### src/hdl/lcdws_pkg.sv
// Shared types and constants for the character-LCD write sequencer.
// No dependencies; every other file in the block imports this package.
package lcdws_pkg;

  // Request kinds
  typedef enum logic [1:0] {
    MODE_CMD  = 2'd0,
    MODE_DATA = 2'd1,
    MODE_INT  = 2'd2,
    MODE_INIT = 2'd3
  } mode_t;

  // One input request
  typedef struct packed {
    mode_t              mode;
    logic [7:0]         byte_value;
    logic signed [15:0] number;
  } req_t;

  // One LCD bus write
  typedef struct packed {
    logic       select_data;
    logic [7:0] bus_byte;
    logic       long_wait;
    logic       last_write;
  } wr_t;

  // Classified request as queued between front and back
  typedef struct packed {
    mode_t       mode;
    logic [7:0]  byte_value;
    logic        neg;
    logic [15:0] mag;
  } job_t;

  // Queue handshake between front and back
  typedef struct packed {
    logic push;
    logic full;
  } qin_ctl_t;

  typedef struct packed {
    logic pop;
    logic empty;
  } qout_ctl_t;

  localparam logic [7:0] ASCII_ZERO  = 8'd48;
  localparam logic [7:0] ASCII_MINUS = 8'h2D;
  localparam logic [2:0] INIT_LAST   = 3'd4;
  localparam logic [2:0] DIGIT_LAST  = 3'd5;

  // Fixed power-on command sequence
  function automatic logic [7:0] init_cmd(input logic [2:0] idx);
    logic [7:0] c;
    case (idx)
      3'd0:    c = 8'h38;
      3'd1:    c = 8'h0F;
      3'd2:    c = 8'h06;
      3'd3:    c = 8'h03;
      default: c = 8'h01;
    endcase
    return c;
  endfunction

  // k times the decimal weight of digit step s (step 1 is the ten-thousands)
  function automatic logic [16:0] digit_thresh(input logic [2:0] s, input logic [3:0] k);
    logic [16:0] kk;
    logic [16:0] t;
    kk = {13'd0, k};
    case (s)
      3'd1:    t = kk * 17'd10000;
      3'd2:    t = kk * 17'd1000;
      3'd3:    t = kk * 17'd100;
      3'd4:    t = kk * 17'd10;
      default: t = kk;
    endcase
    return t;
  endfunction

endpackage

### src/hdl/lcdws_front.sv
// Front end: accepts requests and classifies them into queue jobs.
// Depends on lcdws_pkg.
module lcdws_front
  import lcdws_pkg::*;
(
  input  logic     start,
  output logic     busy,
  input  req_t     in_req,
  input  logic     q_full,
  output qin_ctl_t q_ctl,
  output job_t     q_job
);

  logic accept;

  // Hold off new requests only while the queue has no room
  assign busy   = q_full;
  assign accept = start & ~q_full;

  // Split the integer into sign and magnitude; 0 - 0x8000 wraps to 32768
  always_comb begin
    q_job.mode       = in_req.mode;
    q_job.byte_value = in_req.byte_value;
    q_job.neg        = (in_req.mode == MODE_INT) && in_req.number[15];
    q_job.mag        = q_job.neg ? (16'd0 - in_req.number) : in_req.number;
  end

  assign q_ctl.push = accept;
  assign q_ctl.full = q_full;

endmodule

### src/hdl/lcdws_queue.sv
// Short job queue between front and back ends, register based.
// Depends on lcdws_pkg.
module lcdws_queue
  import lcdws_pkg::*;
#(
  parameter int DEPTH = 2
) (
  input  logic      clk,
  input  logic      rst_n,
  input  qin_ctl_t  wr_ctl,
  input  job_t      wr_job,
  input  logic      rd_pop,
  output qout_ctl_t rd_ctl,
  output job_t      rd_job,
  output logic      full
);

  localparam int AW = (DEPTH > 1) ? $clog2(DEPTH) : 1;
  localparam int CW = $clog2(DEPTH + 1);
  localparam logic [AW-1:0] LAST_PTR = AW'(DEPTH - 1);
  localparam logic [CW-1:0] FULL_CNT = CW'(DEPTH);

  job_t          slot_r [DEPTH];
  logic [AW-1:0] wptr_r, wptr_nxt;
  logic [AW-1:0] rptr_r, rptr_nxt;
  logic [CW-1:0] cnt_r, cnt_nxt;
  logic          do_push, do_pop;

  assign full     = (cnt_r == FULL_CNT);
  assign do_push  = wr_ctl.push & ~full;
  assign do_pop   = rd_pop & (cnt_r != '0);

  // Advance pointers with wrap, track fill
  always_comb begin
    wptr_nxt = wptr_r;
    rptr_nxt = rptr_r;
    cnt_nxt  = cnt_r;
    if (do_push) begin
      wptr_nxt = (wptr_r == LAST_PTR) ? '0 : wptr_r + AW'(1);
    end
    if (do_pop) begin
      rptr_nxt = (rptr_r == LAST_PTR) ? '0 : rptr_r + AW'(1);
    end
    case ({do_push, do_pop})
      2'b10:   cnt_nxt = cnt_r + CW'(1);
      2'b01:   cnt_nxt = cnt_r - CW'(1);
      default: cnt_nxt = cnt_r;
    endcase
  end

  always_ff @(posedge clk) begin
    if (!rst_n) begin
      wptr_r <= '0;
      rptr_r <= '0;
      cnt_r  <= '0;
    end else begin
      wptr_r <= wptr_nxt;
      rptr_r <= rptr_nxt;
      cnt_r  <= cnt_nxt;
    end
  end

  // Store payload, no reset needed
  always_ff @(posedge clk) begin
    if (do_push) begin
      slot_r[wptr_r] <= wr_job;
    end
  end

  assign rd_job       = slot_r[rptr_r];
  assign rd_ctl.empty = (cnt_r == '0);
  assign rd_ctl.pop   = do_pop;

endmodule

### src/hdl/lcdws_back.sv
// Back end: walks each queued job and emits its LCD bus writes, one per cycle.
// Depends on lcdws_pkg.
module lcdws_back
  import lcdws_pkg::*;
(
  input  logic      clk,
  input  logic      rst_n,
  input  qout_ctl_t q_ctl,
  input  job_t      q_job,
  output logic      q_pop,
  output logic      out_strobe,
  output wr_t       out_write
);

  logic        act_r, act_nxt;
  mode_t       mode_r, mode_nxt;
  logic [7:0]  byte_r, byte_nxt;
  logic [15:0] rem_r, rem_nxt;
  logic [2:0]  step_r, step_nxt;
  logic        strobe_r;
  wr_t         write_r;

  wr_t         cur_wr;
  logic [3:0]  digit;
  logic [16:0] sub;
  logic [16:0] rem_ext;
  logic        take;

  // Find the current decimal digit by comparing against its nine multiples
  always_comb begin
    rem_ext = {1'b0, rem_r};
    digit   = 4'd0;
    for (int k = 1; k <= 9; k++) begin
      if (rem_ext >= digit_thresh(step_r, 4'(k))) begin
        digit = 4'(k);
      end
    end
    sub = digit_thresh(step_r, digit);
  end

  // Form the write for the current step
  always_comb begin
    cur_wr = '0;
    unique case (mode_r)
      MODE_CMD: begin
        cur_wr.bus_byte   = byte_r;
        cur_wr.long_wait  = byte_r[1];
        cur_wr.last_write = 1'b1;
      end
      MODE_DATA: begin
        cur_wr.select_data = 1'b1;
        cur_wr.bus_byte    = byte_r;
        cur_wr.last_write  = 1'b1;
      end
      MODE_INT: begin
        cur_wr.select_data = 1'b1;
        cur_wr.bus_byte    = (step_r == 3'd0) ? ASCII_MINUS : (ASCII_ZERO + {4'd0, digit});
        cur_wr.last_write  = (step_r == DIGIT_LAST);
      end
      MODE_INIT: begin
        cur_wr.bus_byte   = init_cmd(step_r);
        cur_wr.long_wait  = cur_wr.bus_byte[1];
        cur_wr.last_write = (step_r == INIT_LAST);
      end
      default: cur_wr = '0;
    endcase
  end

  // Load the next job when idle or as the current one ends; else end the job or advance the step
  always_comb begin
    take     = (~act_r | cur_wr.last_write) & ~q_ctl.empty;
    act_nxt  = act_r;
    mode_nxt = mode_r;
    byte_nxt = byte_r;
    rem_nxt  = rem_r;
    step_nxt = step_r;
    if (take) begin
      act_nxt  = 1'b1;
      mode_nxt = q_job.mode;
      byte_nxt = q_job.byte_value;
      rem_nxt  = q_job.mag;
      step_nxt = ((q_job.mode == MODE_INT) && !q_job.neg) ? 3'd1 : 3'd0;
    end else if (act_r && cur_wr.last_write) begin
      act_nxt = 1'b0;
    end else if (act_r) begin
      step_nxt = step_r + 3'd1;
      if ((mode_r == MODE_INT) && (step_r != 3'd0)) begin
        rem_nxt = rem_r - sub[15:0];
      end
    end
  end

  assign q_pop = take;

  always_ff @(posedge clk) begin
    if (!rst_n) begin
      act_r    <= 1'b0;
      strobe_r <= 1'b0;
    end else begin
      act_r    <= act_nxt;
      strobe_r <= act_r;
    end
  end

  // Hold job payload and registered result
  always_ff @(posedge clk) begin
    mode_r  <= mode_nxt;
    byte_r  <= byte_nxt;
    rem_r   <= rem_nxt;
    step_r  <= step_nxt;
    write_r <= cur_wr;
  end

  assign out_strobe = strobe_r;
  assign out_write  = write_r;

endmodule

### src/hdl/char_lcd_write_sequencer.sv
// Top level of the character-LCD write sequencer: front end, job queue, back end.
// Depends on lcdws_pkg, lcdws_front, lcdws_queue and lcdws_back.
//
// A request is taken when start is high and busy is low; busy rises only while
// the job queue is full. Each request produces its LCD writes on out_write, one
// per cycle with out_strobe high for that cycle: one write for a command or data
// byte, five or six for a signed integer (optional '-' then five digits), five
// for the init sequence. The last write of a request has last_write set. When the
// back end is free, the first write passes through the queue, the back end's job
// registers and its output register; consecutive requests follow with no gap,
// paced by the back end's one-write-per-cycle step counter.
// The receiver cannot stall the results; each write must be taken when strobed.
module char_lcd_write_sequencer
  import lcdws_pkg::*;
#(
  parameter int QUEUE_DEPTH = 2
) (
  input  logic clk,
  input  logic rst_n,
  input  logic start,
  output logic busy,
  input  req_t in_req,
  output logic out_strobe,
  output wr_t  out_write
);

  qin_ctl_t  qin_ctl;
  qout_ctl_t qout_ctl;
  job_t      push_job;
  job_t      head_job;
  logic      q_full;
  logic      q_pop;

  lcdws_front u_front (
    .start  (start),
    .busy   (busy),
    .in_req (in_req),
    .q_full (q_full),
    .q_ctl  (qin_ctl),
    .q_job  (push_job)
  );

  lcdws_queue #(
    .DEPTH (QUEUE_DEPTH)
  ) u_queue (
    .clk    (clk),
    .rst_n  (rst_n),
    .wr_ctl (qin_ctl),
    .wr_job (push_job),
    .rd_pop (q_pop),
    .rd_ctl (qout_ctl),
    .rd_job (head_job),
    .full   (q_full)
  );

  lcdws_back u_back (
    .clk        (clk),
    .rst_n      (rst_n),
    .q_ctl      (qout_ctl),
    .q_job      (head_job),
    .q_pop      (q_pop),
    .out_strobe (out_strobe),
    .out_write  (out_write)
  );

endmodule

### config.mk
export PLATFORM = sky130hd
export DESIGN_NAME = char_lcd_write_sequencer
export DESIGN_NICKNAME = d
export VERILOG_FILES = /design/src/hdl/lcdws_pkg.sv /design/src/hdl/lcdws_front.sv /design/src/hdl/lcdws_queue.sv /design/src/hdl/lcdws_back.sv /design/src/hdl/char_lcd_write_sequencer.sv
export SDC_FILE = /design/constraint.sdc
export NUM_CORES = 1
export LEC_CHECK = 0
export CAP_MARGIN = 20
export CELL_PAD_IN_SITES_DETAIL_PLACEMENT = 1
export CELL_PAD_IN_SITES_GLOBAL_PLACEMENT = 2
export CORE_ASPECT_RATIO = 0.8
export CORE_MARGIN = 2
export CORE_UTILIZATION = 25
export CTS_CLUSTER_DIAMETER = 60
export DETAILED_ROUTE_END_ITERATION = 10
export DONT_BUFFER_PORTS = 1
export GPL_TIMING_DRIVEN = 0
export PLACE_DENSITY_LB_ADDON = 0.1
export SYNTH_ARGS = -nofsm -noshare
export SYNTH_HDL_FRONTEND = slang
export SYNTH_SLANG_ARGS = --single-unit
### constraint.sdc
create_clock -name clk -period 13.25 [get_ports clk]
set_input_delay 1.325 -clock clk [delete_from_list [all_inputs] [get_ports clk]]
set_output_delay 1.325 -clock clk [all_outputs]
set_load 0.01 [all_outputs]
==> results.md <==
* Yosys warns at 0
* DIE AREA at 0.0345 mm²
* R2R Path Start: u_back.step_r[1]$_SDFFCE_PP0P_
* Worst hold slack at 0.465 ns
* Root Buffer: clkbuf_16
* Clk pin slew, worst setup/hold paths at ~0.07 ns
* Max Slew Vio Count at 0
* Top-area cell type share of the netlist area at 30.2%
* Post-CTS Setup Bufs at 0
* WHS Path Cells at 1
* CP startpoint kind: register
* Syn Std Cell Area at between 0.008 and 0.009 mm²
* # Max-Cap Violations at 0
* RSZ-0062 raised after global routing: no
* Die Ht at 167 µm
* CORE AREA at 0.0325 mm²
* DRT Wirelength at about 28000 µm
* Slew of the pin with the lowest slew margin at 0.997 ns
* Area contributors post-synth: edfxtp_1 30%, ha_1 18%, dfxtp_1 4.4%
* Number of hold buffers added after cts at 0
* Die X at slightly above 200 µm
* Crit-path max cell delay at roughly 0.83 ns
* Crit Path Class: register to register
* Most used cell, CP: ha_1
* Longest Clk Path Bufs at 2
* Crit path launch: u_back.step_r[1]$_SDFFCE_PP0P_
* Distinct cells, synth at 87
* Vias in the first global route at between 7000 and 8000
* Global route total overflow at 0
* Hold Path Class: register to register
* Ys async rst share at 0%
* First-pass GRT wire length at 43300 µm
* Cts repair resizes at 0
* Total CTS buffers at 9
* # IOs at 42
* Slowest-stage cell, CP: a21boi_0
* Final setup fails at 0
* Total track usage at between 10% and 20%
* H-tree lvl count at 3
* DRC viols at 0
* WL/cell at 22.1 µm
* CTS tree: yes
* Crit path max fanout at 12
* Post-DR vias/cell at just over 5
* RePlAce Congestion at 0.841
* Skew-Pair Late Insertion Delay at 0.36 ns
* Synth Instances at roughly 810
* CP required at 13.34 ns
* Status: complete, no violations
* DP HPWL at roughly 23000 µm
* FP Rows at 59
* Initial antenna violation count at 1
* Synth-to-layout area growth at 10.4%
* Max-slew headroom at 33.5%
* Net Count, Synth at 973
* Worst Reg-to-Reg Cells at 32
* Main flop type after synthesis: edfxtp_1
* Number of diodes at 0
* Maximum clock frequency at 101 MHz
* Avg Cell Area, Syn at 10.1 µm²
* Period utilisation layout at 75.1%
* Layout cell share with drive strength beyond 1 at 8.15%
* Synth top cells by count: 120 x ha_1, 83 x edfxtp_1, 61 x a21oi_1
* Arr. time, crit path at 10.03 ns
* Setup total negative slack at 0 ns
* Clock sink total at roughly 100
* Final min period at 9.95 ns
* Setup crit end kind: register
* Most common cell in the netlist: ha_1
* EDFF count, synth at 83
* Hold path start: u_back.byte_r[7]$_DFFE_PP_
* I/O Buffers at 0
* Cell accounting for the most synthesized area: edfxtp_1
* Clk_skew at 0.00537 ns
* Final hold viol count at 0
* Vias at 6550
* Sequential-to-total area share from yosys stat at roughly a third
* Initial DRC Count at 378
* Largest net degree at the start of global routing at 29
* Initial core utilization at 25.4%
* Layout net count at 988
* Router iterations before antenna repair at 6
* Post-DRT Antenna Nets at 0
* Flops & latches, synth at roughly 100
* R2R Setup Slk at 3.30 ns
-- layer usage --
layer,wire length [µm],track usage [%]
met1,14200,23.7
met2,12800,26.0
met3,729,2.92
met4,191,2.98
met5,0,0
-- sequential cells by signal, summed over array words and instances (netlist names), named ones only --
name,flops
u_queue.slot_r,54
u_back.rem_r,16
u_back.out_write,11
u_back.byte_r,8
u_back.step_r,3
u_back.mode_r,2
u_queue.cnt_r,2
u_back.act_r,1
u_back.out_strobe,1
u_queue.rptr_r,1
u_queue.wptr_r,1
-- worst max-delay path, delay by kind of cell, from the launching register on --
kind            cells  cell delay [ns]
fa+ha+maj           6             2.55
buf+inv             3             0.60
flops               1             0.42
simple gates        5             0.98
compound gates     16             4.65
xor+xnor            2             0.50
-- final cells by class --
cell class              instances  area [µm²]
multi-input cells             647        5160
plain buffers                  15        58.8
inverters                      51         193
clock buffers                  11         233
clock inverters                 5        27.5
repair buffers                  4        56.3
well taps                     427         534
fillers                      3733       23400
flip-flops and latches        101        2850
-- cells by family (layout without fill, tap and decap cells) --
group,Yosys count,in the layout,share of synthesized area [%]
AOI/OAI and AO/OA,237,237,20.8
xor gates and xnor gates,43,43,4.56
adders and majority gates,130,130,20.6
buffers and inverters,66,86,3.05
DFF,101,101,34.6
muxes,22,22,2.83
and+or+nand+nor,215,215,13.6
-- cell usage in the layout, fill, tap and decap left out, types with 22 or more instances in the layout --
cell,n
ha_1,120
edfxtp_1,83
a21oi_1,60
nor2_1,50
nand2_1,49
inv_1,46
o21ai_0,34
xnor2_1,25
a21o_1,22
-- per-stage QoR --
stage / worst slack, ns / instances / cell area [µm²] / utilization, %
2_1_floorplan: 5.58 / 814 / 8250 / -
3_5_place_dp: 2.69 / 1244 / 8840 / 27.2
5_1_grt: 2.55 / 1261 / 9120 / 28.1
4_1_cts: 2.63 / 1260 / 9100 / 28.0
6_report: 3.30 / 1261 / 9120 / 28.1
3_3_place_gp: 2.96 / 1241 / 8790 / 27.1
-- worst paths after layout --
check,end
hold / removal,u_back.out_write[9]$_DFF_P_
setup / recovery,u_back.rem_r[15]$_DFFE_PP_
hold reg to reg,u_back.out_write[9]$_DFF_P_
setup reg to reg,u_back.rem_r[15]$_DFFE_PP_
Power is not shown: default switching activity piles up to over one toggle a cycle in this logic, so the estimate is an artifact.
